`src/hdl/itqc_pkg.sv`:
```
// shared types and constants of the idle task queue
// no dependencies; imported by every module of the block
`default_nettype none

package itqc_pkg;

    localparam int QUEUE_DEPTH_DEF = 16;
    localparam int HANDLE_W        = 32;
    localparam int TAG_W           = 32;

    // command codes of an input transaction
    typedef enum logic [1:0] {
        CMD_REQUEST = 2'd0,
        CMD_CANCEL  = 2'd1,
        CMD_IDLE    = 2'd2
    } cmd_t;

    // result kinds
    typedef enum logic [2:0] {
        KIND_ISSUED   = 3'd0,
        KIND_FULL     = 3'd1,
        KIND_CANCEL   = 3'd2,
        KIND_PERIOD   = 3'd3,
        KIND_DISPATCH = 3'd4,
        KIND_NOWORK   = 3'd5
    } kind_t;

    // one queue entry as stored in memory
    typedef struct packed {
        logic [HANDLE_W-1:0] handle;
        logic [TAG_W-1:0]    tag;
    } entry_t;

    // one result as handed from the sequencer to the output register
    typedef struct packed {
        kind_t               kind;
        logic [HANDLE_W-1:0] handle;
        logic [TAG_W-1:0]    tag;
        logic                found;
        logic                progress;
    } result_t;

endpackage

`default_nettype wire

```
`src/hdl/idle_task_queue_with_cancel.sv`:
```
// Idle task queue with cancel by handle. Entries (handle and callback tag) live in a
// single synchronous memory of QUEUE_DEPTH entries; a sequencer reads, compares and
// writes back one entry per cycle, and a result register on the output lets the next
// transaction be accepted while a result waits. One transaction is worked on at a
// time; the next one can be accepted in the cycle after its result is loaded, and a
// result that finds the output register still full waits until that register drains.
// A request, a period start, a full rejection, a no-work tick or a cancel of handle
// zero go from acceptance straight to the done state, where the result waits for the
// output register. A dispatch reads the head entry and then moves every later entry
// down one place. A cancel scans the pending part and compacts behind a match, then
// scans the runnable part and compacts behind a match there too. The single memory
// read port delivers one entry per cycle. No clearing pass after reset.
`default_nettype none

module idle_task_queue_with_cancel #(
    parameter int QUEUE_DEPTH = itqc_pkg::QUEUE_DEPTH_DEF
) (
    input  wire logic                          aclk,
    input  wire logic                          aresetn,
    input  wire logic                          s_valid,
    output logic                               s_ready,
    input  wire logic [1:0]                    s_cmd,
    input  wire logic [itqc_pkg::TAG_W-1:0]    s_callback_tag,
    input  wire logic [itqc_pkg::HANDLE_W-1:0] s_cancel_handle,
    output logic                               m_valid,
    input  wire logic                          m_ready,
    output logic [2:0]                         m_result_kind,
    output logic [itqc_pkg::HANDLE_W-1:0]      m_handle,
    output logic [itqc_pkg::TAG_W-1:0]         m_dispatched_tag,
    output logic                               m_cancel_found,
    output logic                               m_made_progress
);
    import itqc_pkg::*;

    localparam int AW = (QUEUE_DEPTH > 1) ? $clog2(QUEUE_DEPTH) : 1;

    logic          res_valid;
    logic          res_ready;
    result_t       res;
    logic          mem_we;
    logic [AW-1:0] mem_waddr;
    entry_t        mem_wdata;
    logic [AW-1:0] mem_raddr;
    entry_t        mem_rdata;

    logic    m_valid_reg, m_valid_next;
    result_t m_res_reg, m_res_next;

    itqc_ctrl #(
        .QUEUE_DEPTH (QUEUE_DEPTH)
    ) u_ctrl (
        .aclk            (aclk),
        .aresetn         (aresetn),
        .s_valid         (s_valid),
        .s_ready         (s_ready),
        .s_cmd           (s_cmd),
        .s_callback_tag  (s_callback_tag),
        .s_cancel_handle (s_cancel_handle),
        .res_valid       (res_valid),
        .res_ready       (res_ready),
        .res             (res),
        .mem_we          (mem_we),
        .mem_waddr       (mem_waddr),
        .mem_wdata       (mem_wdata),
        .mem_raddr       (mem_raddr),
        .mem_rdata       (mem_rdata)
    );

    itqc_mem #(
        .DEPTH (QUEUE_DEPTH)
    ) u_mem (
        .aclk  (aclk),
        .we    (mem_we),
        .waddr (mem_waddr),
        .wdata (mem_wdata),
        .raddr (mem_raddr),
        .rdata (mem_rdata)
    );

    // output register: load when empty or being drained
    assign res_ready = !m_valid_reg || m_ready;

    always_comb begin
        m_valid_next = m_valid_reg;
        m_res_next   = m_res_reg;
        if (res_valid && res_ready) begin
            m_valid_next = 1'b1;
            m_res_next   = res;
        end else if (m_ready) begin
            m_valid_next = 1'b0;
        end
    end

    always_ff @(posedge aclk) begin
        if (!aresetn) begin
            m_valid_reg <= 1'b0;
        end else begin
            m_valid_reg <= m_valid_next;
        end
        m_res_reg <= m_res_next;
    end

    assign m_valid          = m_valid_reg;
    assign m_result_kind    = m_res_reg.kind;
    assign m_handle         = m_res_reg.handle;
    assign m_dispatched_tag = m_res_reg.tag;
    assign m_cancel_found   = m_res_reg.found;
    assign m_made_progress  = m_res_reg.progress;

endmodule

`default_nettype wire

```
`src/hdl/itqc_mem.sv`:
```
// entry memory: one write port, one read port, registered read data
// depends on itqc_pkg for the entry type
`default_nettype none

module itqc_mem #(
    parameter int DEPTH = itqc_pkg::QUEUE_DEPTH_DEF,
    localparam int AW   = (DEPTH > 1) ? $clog2(DEPTH) : 1
) (
    input  wire logic            aclk,
    input  wire logic            we,
    input  wire logic [AW-1:0]   waddr,
    input  wire itqc_pkg::entry_t wdata,
    input  wire logic [AW-1:0]   raddr,
    output itqc_pkg::entry_t     rdata
);
    import itqc_pkg::*;

    entry_t mem_array [DEPTH];
    entry_t rdata_reg;

    // write port
    always_ff @(posedge aclk) begin
        if (we) begin
            mem_array[waddr] <= wdata;
        end
    end

    // read port, registered read data
    always_ff @(posedge aclk) begin
        rdata_reg <= mem_array[raddr];
    end

    assign rdata = rdata_reg;

endmodule

`default_nettype wire

```
`src/hdl/itqc_ctrl.sv`:
```
// queue sequencer: counters, handle counter, scan and compaction over the entry memory
// depends on itqc_pkg; drives the ports of itqc_mem
`default_nettype none

module itqc_ctrl #(
    parameter int QUEUE_DEPTH = itqc_pkg::QUEUE_DEPTH_DEF,
    localparam int AW = (QUEUE_DEPTH > 1) ? $clog2(QUEUE_DEPTH) : 1,
    localparam int CW = $clog2(QUEUE_DEPTH + 1)
) (
    input  wire logic                          aclk,
    input  wire logic                          aresetn,
    input  wire logic                          s_valid,
    output logic                               s_ready,
    input  wire logic [1:0]                    s_cmd,
    input  wire logic [itqc_pkg::TAG_W-1:0]    s_callback_tag,
    input  wire logic [itqc_pkg::HANDLE_W-1:0] s_cancel_handle,
    output logic                               res_valid,
    input  wire logic                          res_ready,
    output itqc_pkg::result_t                  res,
    output logic                               mem_we,
    output logic [AW-1:0]                      mem_waddr,
    output itqc_pkg::entry_t                   mem_wdata,
    output logic [AW-1:0]                      mem_raddr,
    input  wire itqc_pkg::entry_t              mem_rdata
);
    import itqc_pkg::*;

    typedef enum logic [2:0] {
        ST_IDLE,
        ST_DISP_RD,
        ST_SCAN,
        ST_SHIFT,
        ST_DONE
    } state_t;

    typedef enum logic [1:0] {
        OP_DISP,
        OP_PEND,
        OP_RUN
    } op_t;

    state_t              state_reg, state_next;
    op_t                 op_reg, op_next;
    logic [CW-1:0]       ec_reg, ec_next;
    logic [CW-1:0]       rc_reg, rc_next;
    logic [HANDLE_W-1:0] last_handle_reg, last_handle_next;
    logic [HANDLE_W-1:0] want_reg, want_next;
    logic [CW-1:0]       scan_pos_reg, scan_pos_next;
    logic [CW-1:0]       scan_hi_reg, scan_hi_next;
    logic                chk_valid_reg, chk_valid_next;
    logic [CW-1:0]       chk_pos_reg, chk_pos_next;
    logic [CW-1:0]       del_pos_reg, del_pos_next;
    logic                found_reg, found_next;
    result_t             res_reg, res_next;

    logic [HANDLE_W-1:0] new_handle;
    logic [CW-1:0]       wr_pos;
    logic                hit;

    // next handle, skipping zero on wrap
    always_comb begin
        new_handle = last_handle_reg + HANDLE_W'(1);
        if (new_handle == '0) begin
            new_handle = HANDLE_W'(1);
        end
    end

    assign wr_pos = chk_pos_reg - CW'(1);
    assign hit    = chk_valid_reg && (mem_rdata.handle == want_reg);

    assign s_ready   = (state_reg == ST_IDLE);
    assign res_valid = (state_reg == ST_DONE);
    assign res       = res_reg;
    assign mem_raddr = (state_reg == ST_IDLE) ? '0 : scan_pos_reg[AW-1:0];

    // sequencer next state
    always_comb begin
        state_next       = state_reg;
        op_next          = op_reg;
        ec_next          = ec_reg;
        rc_next          = rc_reg;
        last_handle_next = last_handle_reg;
        want_next        = want_reg;
        scan_pos_next    = scan_pos_reg;
        scan_hi_next     = scan_hi_reg;
        chk_valid_next   = chk_valid_reg;
        chk_pos_next     = chk_pos_reg;
        del_pos_next     = del_pos_reg;
        found_next       = found_reg;
        res_next         = res_reg;
        mem_we           = 1'b0;
        mem_waddr        = ec_reg[AW-1:0];
        mem_wdata.handle = new_handle;
        mem_wdata.tag    = s_callback_tag;

        case (state_reg)
            ST_IDLE: begin
                if (s_valid) begin
                    want_next         = s_cancel_handle;
                    found_next        = 1'b0;
                    res_next.kind     = KIND_NOWORK;
                    res_next.handle   = '0;
                    res_next.tag      = '0;
                    res_next.found    = 1'b0;
                    res_next.progress = 1'b0;
                    state_next        = ST_DONE;
                    case (s_cmd)
                        CMD_REQUEST: begin
                            if (ec_reg == CW'(QUEUE_DEPTH)) begin
                                res_next.kind = KIND_FULL;
                            end else begin
                                mem_we           = 1'b1;
                                last_handle_next = new_handle;
                                ec_next          = ec_reg + CW'(1);
                                res_next.kind    = KIND_ISSUED;
                                res_next.handle  = new_handle;
                            end
                        end
                        CMD_CANCEL: begin
                            res_next.kind = KIND_CANCEL;
                            if (s_cancel_handle != '0) begin
                                // search the pending part first
                                op_next        = OP_PEND;
                                scan_pos_next  = rc_reg;
                                scan_hi_next   = ec_reg;
                                chk_valid_next = 1'b0;
                                state_next     = ST_SCAN;
                            end
                        end
                        CMD_IDLE: begin
                            if (rc_reg != '0 && ec_reg != '0) begin
                                // head entry is read at address zero this cycle
                                op_next    = OP_DISP;
                                state_next = ST_DISP_RD;
                            end else if (ec_reg != '0) begin
                                rc_next           = ec_reg;
                                res_next.kind     = KIND_PERIOD;
                                res_next.progress = 1'b1;
                            end
                        end
                        default: begin
                            res_next.kind = KIND_NOWORK;
                        end
                    endcase
                end
            end

            ST_DISP_RD: begin
                // capture head entry, then close the gap at position zero
                res_next.kind     = KIND_DISPATCH;
                res_next.handle   = mem_rdata.handle;
                res_next.tag      = mem_rdata.tag;
                res_next.progress = 1'b1;
                del_pos_next      = '0;
                scan_pos_next     = CW'(1);
                chk_valid_next    = 1'b0;
                state_next        = ST_SHIFT;
            end

            ST_SCAN: begin
                if (hit) begin
                    del_pos_next   = chk_pos_reg;
                    scan_pos_next  = chk_pos_reg + CW'(1);
                    chk_valid_next = 1'b0;
                    state_next     = ST_SHIFT;
                end else if (!chk_valid_reg && scan_pos_reg >= scan_hi_reg) begin
                    // range exhausted without a match
                    if (op_reg == OP_PEND) begin
                        op_next       = OP_RUN;
                        scan_pos_next = '0;
                        scan_hi_next  = rc_reg;
                    end else begin
                        res_next.found = found_reg;
                        state_next     = ST_DONE;
                    end
                end else begin
                    chk_valid_next = (scan_pos_reg < scan_hi_reg);
                    chk_pos_next   = scan_pos_reg;
                    if (scan_pos_reg < scan_hi_reg) begin
                        scan_pos_next = scan_pos_reg + CW'(1);
                    end
                end
            end

            ST_SHIFT: begin
                // move the entry read last cycle down by one place
                if (chk_valid_reg) begin
                    mem_we    = 1'b1;
                    mem_waddr = wr_pos[AW-1:0];
                    mem_wdata = mem_rdata;
                end
                if (!chk_valid_reg && scan_pos_reg >= ec_reg) begin
                    ec_next = ec_reg - CW'(1);
                    if (del_pos_reg < rc_reg) begin
                        rc_next = rc_reg - CW'(1);
                    end
                    case (op_reg)
                        OP_PEND: begin
                            found_next     = 1'b1;
                            op_next        = OP_RUN;
                            scan_pos_next  = '0;
                            scan_hi_next   = rc_reg;
                            chk_valid_next = 1'b0;
                            state_next     = ST_SCAN;
                        end
                        OP_RUN: begin
                            res_next.found = 1'b1;
                            state_next     = ST_DONE;
                        end
                        default: begin
                            state_next = ST_DONE;
                        end
                    endcase
                end else begin
                    chk_valid_next = (scan_pos_reg < ec_reg);
                    chk_pos_next   = scan_pos_reg;
                    if (scan_pos_reg < ec_reg) begin
                        scan_pos_next = scan_pos_reg + CW'(1);
                    end
                end
            end

            ST_DONE: begin
                if (res_ready) begin
                    state_next = ST_IDLE;
                end
            end

            default: begin
                state_next = ST_IDLE;
            end
        endcase
    end

    // state and registered outputs
    always_ff @(posedge aclk) begin
        if (!aresetn) begin
            state_reg       <= ST_IDLE;
            op_reg          <= OP_DISP;
            ec_reg          <= '0;
            rc_reg          <= '0;
            last_handle_reg <= '0;
            chk_valid_reg   <= 1'b0;
            found_reg       <= 1'b0;
        end else begin
            state_reg       <= state_next;
            op_reg          <= op_next;
            ec_reg          <= ec_next;
            rc_reg          <= rc_next;
            last_handle_reg <= last_handle_next;
            chk_valid_reg   <= chk_valid_next;
            found_reg       <= found_next;
        end
        want_reg     <= want_next;
        scan_pos_reg <= scan_pos_next;
        scan_hi_reg  <= scan_hi_next;
        chk_pos_reg  <= chk_pos_next;
        del_pos_reg  <= del_pos_next;
        res_reg      <= res_next;
    end

endmodule

`default_nettype wire

```
`config.mk`:
```
export PLATFORM = sky130hd
export DESIGN_NAME = idle_task_queue_with_cancel
export DESIGN_NICKNAME = d
export VERILOG_FILES = /design/src/hdl/itqc_pkg.sv /design/src/hdl/idle_task_queue_with_cancel.sv /design/src/hdl/itqc_mem.sv /design/src/hdl/itqc_ctrl.sv
export SDC_FILE = /design/constraint.sdc
export NUM_CORES = 2
export LEC_CHECK = 0
export CORE_ASPECT_RATIO = 0.6
export CORE_MARGIN = 5
export CORE_UTILIZATION = 53
export CTS_CLUSTER_DIAMETER = 80
export DETAILED_ROUTE_END_ITERATION = 6
export DONT_BUFFER_PORTS = 1
export PLACE_DENSITY = 0.77
export SYNTH_ARGS = -nofsm -noshare
export SYNTH_HDL_FRONTEND = slang
export SYNTH_SLANG_ARGS = --single-unit
```
`constraint.sdc`:
```
create_clock -name aclk -period 7.3 [get_ports aclk]
set_input_delay 0 -clock aclk [delete_from_list [all_inputs] [get_ports aclk]]
set_output_delay 0 -clock aclk [all_outputs]
set_load 0.1 [all_outputs]
```
# Word level (Yosys, flattened, before mapping)
# Memory sizes are Yosys's and may differ from the RTL's. A register that Yosys moved wholly into a read port is not among the register bits.
# Index checks and enable logic that the tools add are counted.
# totals
reg_bits	240
latch_bits	0
ram_bits	1024
mem_bits_ro	0
in_bits	70
elab_cells	211
memories	1
# classes
addsub	7
multipliers	0
div	0
magnitude_cmp	5
eq_ne	38
shift	0
n_mux	101
n_bitwise	1
n_reduce_logical	35
# mem_list
memory	depth	word_bits	read_ports	rd_clocked_by_memory_dff	wr	line_no	text
u_mem.mem_array	16	64	1	1	1	itqc_mem.sv:18	entry_t mem_array [DEPTH];
# op_table
cell	n
2-to-1 mux 5 bit	30
one-hot mux 67 bit (2 select lines)	1
2-to-1 mux 64 bit	2
2-to-1 mux 32 bit	3
2-to-1 mux 69 bit	1
one-hot mux 5 bit (2 select lines)	4
2-to-1 mux 3 bit	11
adder 32 x 1 -> 32 bit (second input constant)	1
equality test 32 bit	1
zero test 32 bit	1
nonzero test 32 bit	1
2-to-1 mux 1 bit	27
inequality test 2 x 1 -> 1 bit (second input constant)	11
AND reduction 7 bit	3
one-hot mux 5 bit (4 select lines)	1
inequality test 2 bit (second input constant)	8
adder 5 x 1 -> 5 bit (second input constant)	3
less-than comparator 5 bit	3
inequality test 3 x 2 -> 1 bit (second input constant)	5
one-hot mux 3 bit (5 select lines)	1
one-hot mux 5 bit (3 select lines)	1
2-to-1 mux 2 bit	7
2-to-1 mux 4 bit	3
AND reduction 4 bit	3
other kinds (32)	55

# Logic depth before layout (Yosys ltp)
# logic_depth
depth_word	7
mapped_depth	12
mapped_depth_nobuf	10

# Modules after synthesis
# From an unflattened synthesis, not the netlist that was laid out.
# hier_totals
hier_cells	2739
area_unflattened_um2	51465.6
# by_module_without_submodules
mod	instances	cells_per_inst	area_per_inst_um2	seq_area_each_um2
itqc_mem	1	1647	39581.7	32030.7
itqc_ctrl	1	1018	9754.4	4614.4
idle_task_queue_with_cancel	1	74	2129.5	2092.0

# Worst setup path before layout
# OpenSTA, ideal clock, no wires.
# synth_timing
path_type	reg2reg
start	register u_ctrl.state_reg[0]
end	memory u_mem.mem_array[12][0] (netlist name) (enable)
setup_ns	0.486
t_arrival_ns	4.606
path_slack_ns	2.207
path_stages_with_launch	12
period_less_slack_ns	5.093
path_cell_list	dfxtp_1 buf_2 nor2_1 nand2_1 inv_2 nand2_1 or2_2 clkbuf_1 clkbuf_1 nor3_1 a31oi_1 nor2_1
# synth_between
elab_chain_cells	4
word_cells_on_any_way	6
# synth_rtl
item	line_no	text
from (decl)	itqc_ctrl.sv:42	state_t state_reg, state_next;
from (signal assigned)	itqc_ctrl.sv:246	state_reg <= state_next;
equality test 3 x 2 -> 1 bit or zero test 3 bit (tied branches)	itqc_ctrl.sv:96	case (state_reg)
one-hot mux 1 bit (2 select lines)	itqc_ctrl.sv:96	
2-to-1 mux 1 bit	itqc_mem.sv:23	if (we) begin
2-to-1 mux 1 bit (not written as such)	itqc_mem.sv:24	mem_array[waddr] <= wdata;
to (decl)	itqc_mem.sv:18	
# Parallel ways exist; a longest one is shown, timed or not.

# Worst setup path after layout
# layout_timing
start	register u_ctrl.state_reg[0]
end	memory u_mem.mem_array[0][54] (netlist name) (enable)
# layout_between
elab_chain_cells	4
word_cells_on_any_way	6
# layout_rtl
item	line_no	text
zero test 3 bit	-	
via s_ready	idle_task_queue_with_cancel.sv:21	output logic s_ready,
one-hot mux 1 bit (2 select lines)	itqc_ctrl.sv:96	
2-to-1 mux 1 bit	itqc_mem.sv:23	
2-to-1 mux 1 bit (not written as such)	itqc_mem.sv:24	
# The timed path passes the listed nets, and every way through them passes these cells.

==> summary.md <==
| Metric | Value |
|---|---|
| Inserted Clock Buffers | `111` |
| Die area | `0.108 mm²` |
| M1 GR Usage | `0.356` |
| Mapped cell area | `0.0537 mm²` |
| Highest clock rate | `218 MHz` |
| Met2 usage | `0.366` |
| Fin Clk Skew | `38.2 ps` |
| Layout cells sized above 1 | `0.120` |
| Yosys top cell area share | `0.678` |
| Maximum capacitance violations | `0` |
| GP Congestion | `0.965` |
| Clock group share of total power | `0.332` |
| Post-synth ARST share | `0` |
| Max FFs per register | `1024` |
| Htree depth | `3` |
| All-Layer GR Usage | `0.245` |
| CTS Hold Buffers Added | `104` |
| Clock buffer depth | `3` |
| Sw frac | `0.292` |
| Critical Path Sink Type | `register` |
| Worst VDD drop | `0.000254 V` |
| Pint | `13100 µW` |
| Clock Root Buffer | `clkbuf_16` |
| Period utilization | `0.629` |
| Worst slew margin | `0.108` |
| Power per Cell Area | `308 mW/mm²` |
| Commonest non-fill, non-tap cell in the layout | `edfxtp_1` |
| Post-layout min period | `4590 ps` |
| Net Sw Power | `between 5000 and 6000 µW` |
| Complex-gate fraction of the synthesized area | `0.0969` |
| PortBufs | `0` |
| Top Ports | `roughly 140` |
| LEAKAGE | `0.0200 µW` |
| Antenna viol nets, final | `0` |
| Reg power frac | `0.507` |
| Combinational share of power | `0.161` |
| Drt drc | `3` |
| Critical path launch point type | `register` |
| Via-to-Cell Ratio | `between 6 and 7` |
| Global route overflow | `0` |
| Post-synthesis mux area share | `0.0764` |
| Syn Inst Count | `3730` |
| Most frequent cells in the layout | `edfxtp_1 (1214), a21oi_1 (383), o21ai_0 (315), nand2_1 (264), mux2i_1 (194)` |
| Die X-Extent | `421 µm` |
| Number of setup violations in the final report | `0` |
| Post-synth EDFFs | `1214` |
| Top cells by area, synth | `edfxtp_1 (68%), dfxtp_1 (4.2%), mux2_2 (4.0%)` |
| Layout area overhead | `11.7%` |
| Total chip power | `18500 µW` |
| Failing checks | `design-rule violations` |
| Post-synthesis sequential area ratio | `0.721` |
| Syn nets | `3827` |
| Global-route wire length before repair | `202000 µm` |
| Yosys warning total | `0` |
| Detail Placement HPWL | `75300 µm` |
| Slew @ Worst Pin | `1340 ps` |
| Vias | `between 30000 and 40000` |
| Yosys reg bits | `about 1300` |
| Setup WS post-layout | `2710 ps` |
| Clk sinks | `1328` |
| Core Rows | `90` |
| Final nets | `around 3800` |
| Post-synthesis simple-gate area fraction | `0.0630` |
| Crit path required time | `7650 ps` |
| # resized after CTS | `0` |
| Most Crowded Layer GR | `met2` |
| Syn Area/Cell | `14.4 µm²` |
| Antenna violations before repair | `7` |
| M3 GR Usage | `0.0636` |
| Routed len/inst | `between 20 and 30 µm` |
| Main synth FF type | `edfxtp_1` |
| Clk_lat worst skew | `740 ps` |
| CTS tree | `built` |
| Post-layout util | `0.597` |
| Synth area leader | `edfxtp_1` |
| Outcome | `finished, violations left` |
| Worst hold path type | `in -> reg` |
| Synth cell types | `just under 70` |
| TritonRoute pass-1 iters | `7` |
| Setup tns final | `0 ps` |
| Largest net degree at the start of global routing | `136` |
| Setup repair bufs after CTS | `0` |
| CP Class | `reg -> reg` |
| Clk pin slew, worst setup/hold paths | `~60 ps` |
| Final wirelength | `136000 µm` |
| RSZ-0062 raised after global routing | `no` |
| Crit path max fanout | `53` |
| Arrival time at the worst endpoint | `4940 ps` |
| Height of the die | `approximately 260 µm` |
| Vias in the first global route | `32300` |
| DRT iter0 DRCs | `4461` |
| Pre-CTS setup slack | `2810 ps` |
| FF-to-FF setup slack | `2710 ps` |
| Initial core utilization | `0.534` |
| Core Box Area | `0.101 mm²` |
| Post-Synth Adder-Cell Area | `0.00643` |
| Xor and xnor fraction of the mapped netlist area | `0.0153` |
| Final Slew Violations | `0` |
| Final hold vios | `0` |
| Largest family of logic cells by synthesized area | `compound AO/OA/AOI/OAI gates` |
through the flow:
stage	cells	cell area [µm²]	hold slack (ps)
2_1_floorplan	3730	53700	98.9
3_3_place_gp	4863	55200	99.0
3_5_place_dp	4865	55200	99.0
4_1_cts	5179	60000	42.1
5_1_grt	5184	60000	141
6_report	5186	60000	106
path summary, 6_finish.rpt:
check | cells past startpoint | from | endpoint
worst max-delay path | 9 | u_ctrl.state_reg[0]$_SDFFE_PN0P_ | u_mem.mem_array[0][54]$_DFFE_PP_
worst min-delay path | 6 | s_cmd[0] | u_ctrl.op_reg[1]$_SDFFE_PN0P_
worst max register to register | 9 | u_ctrl.state_reg[0]$_SDFFE_PN0P_ | u_mem.mem_array[0][54]$_DFFE_PP_
worst min register to register | 0 | u_ctrl.res[2]$_SDFFCE_PN0P_ | m_dispatched_tag[0]$_DFFE_PP_
power groups by stage:
stage | Sequential, µW | Combinational [µW] | Clock (µW)
final | 9380 | 2980 | 6150
after global routing | 9400 | 3200 | 6550
after CTS | 9380 | 2920 | 6200
after detailed placement | 9540 | 2840 | 0
after global placement | 9540 | 2790 | 0
after floorplan | 9320 | 2030 | 0
synthesized netlist by cell type (64+ instances only):
cell,n
clkbuf_1,217
dfxtp_1,114
nand3_1,93
o21ai_0,315
a21oi_1,384
mux2_2,192
mux2i_1,194
o221ai_1,64
nor2_1,111
edfxtp_1,1214
a221oi_1,66
nand2_1,269
and3_1,83
per-layer routing:
| metal | part of all wire | vias up |
|---|---|---|
| li1 | - | 14400 |
| met1 | 0.41 | 16600 |
| met2 | 0.44 | 1942 |
| met3 | 0.11 | 296 |
| met4 | 0.031 | 8 |
| met5 | 0.00051 | - |
logic make-up after synthesis:
group / Yosys count
AOI/OAI and AO/OA: 901
xor gates and xnor gates: 94
buffers and inverters: 292
adders and majority gates: 27
and+or+nand+nor: 702
muxes: 386
DFF: 1328
layout make-up:
cell class | count | area (µm²)
Sequential cell | 1328 | 38700
Tap cell | 1334 | 1670
Clock buffer | 148 | 3050
Timing Repair Buffer | 166 | 1680
Fill cell | 7332 | 40500
Inverter | 34 | 138
Multi-Input combinational cell | 2110 | 14100
Clock inverter | 62 | 696
Antenna cell | 4 | 10.0
worst max-delay path, cell delays in order, from the launching register on:
cell	delay [ps]
dfxtp_1	400
nor2_1	420
nand2_4	160
inv_6	490
nand2_1	350
or2_2	520
nor3_1	200
a31oi_1	190
nor2_4	530
buf_4	860
Note: power is estimated with default switching activity, not from simulation.
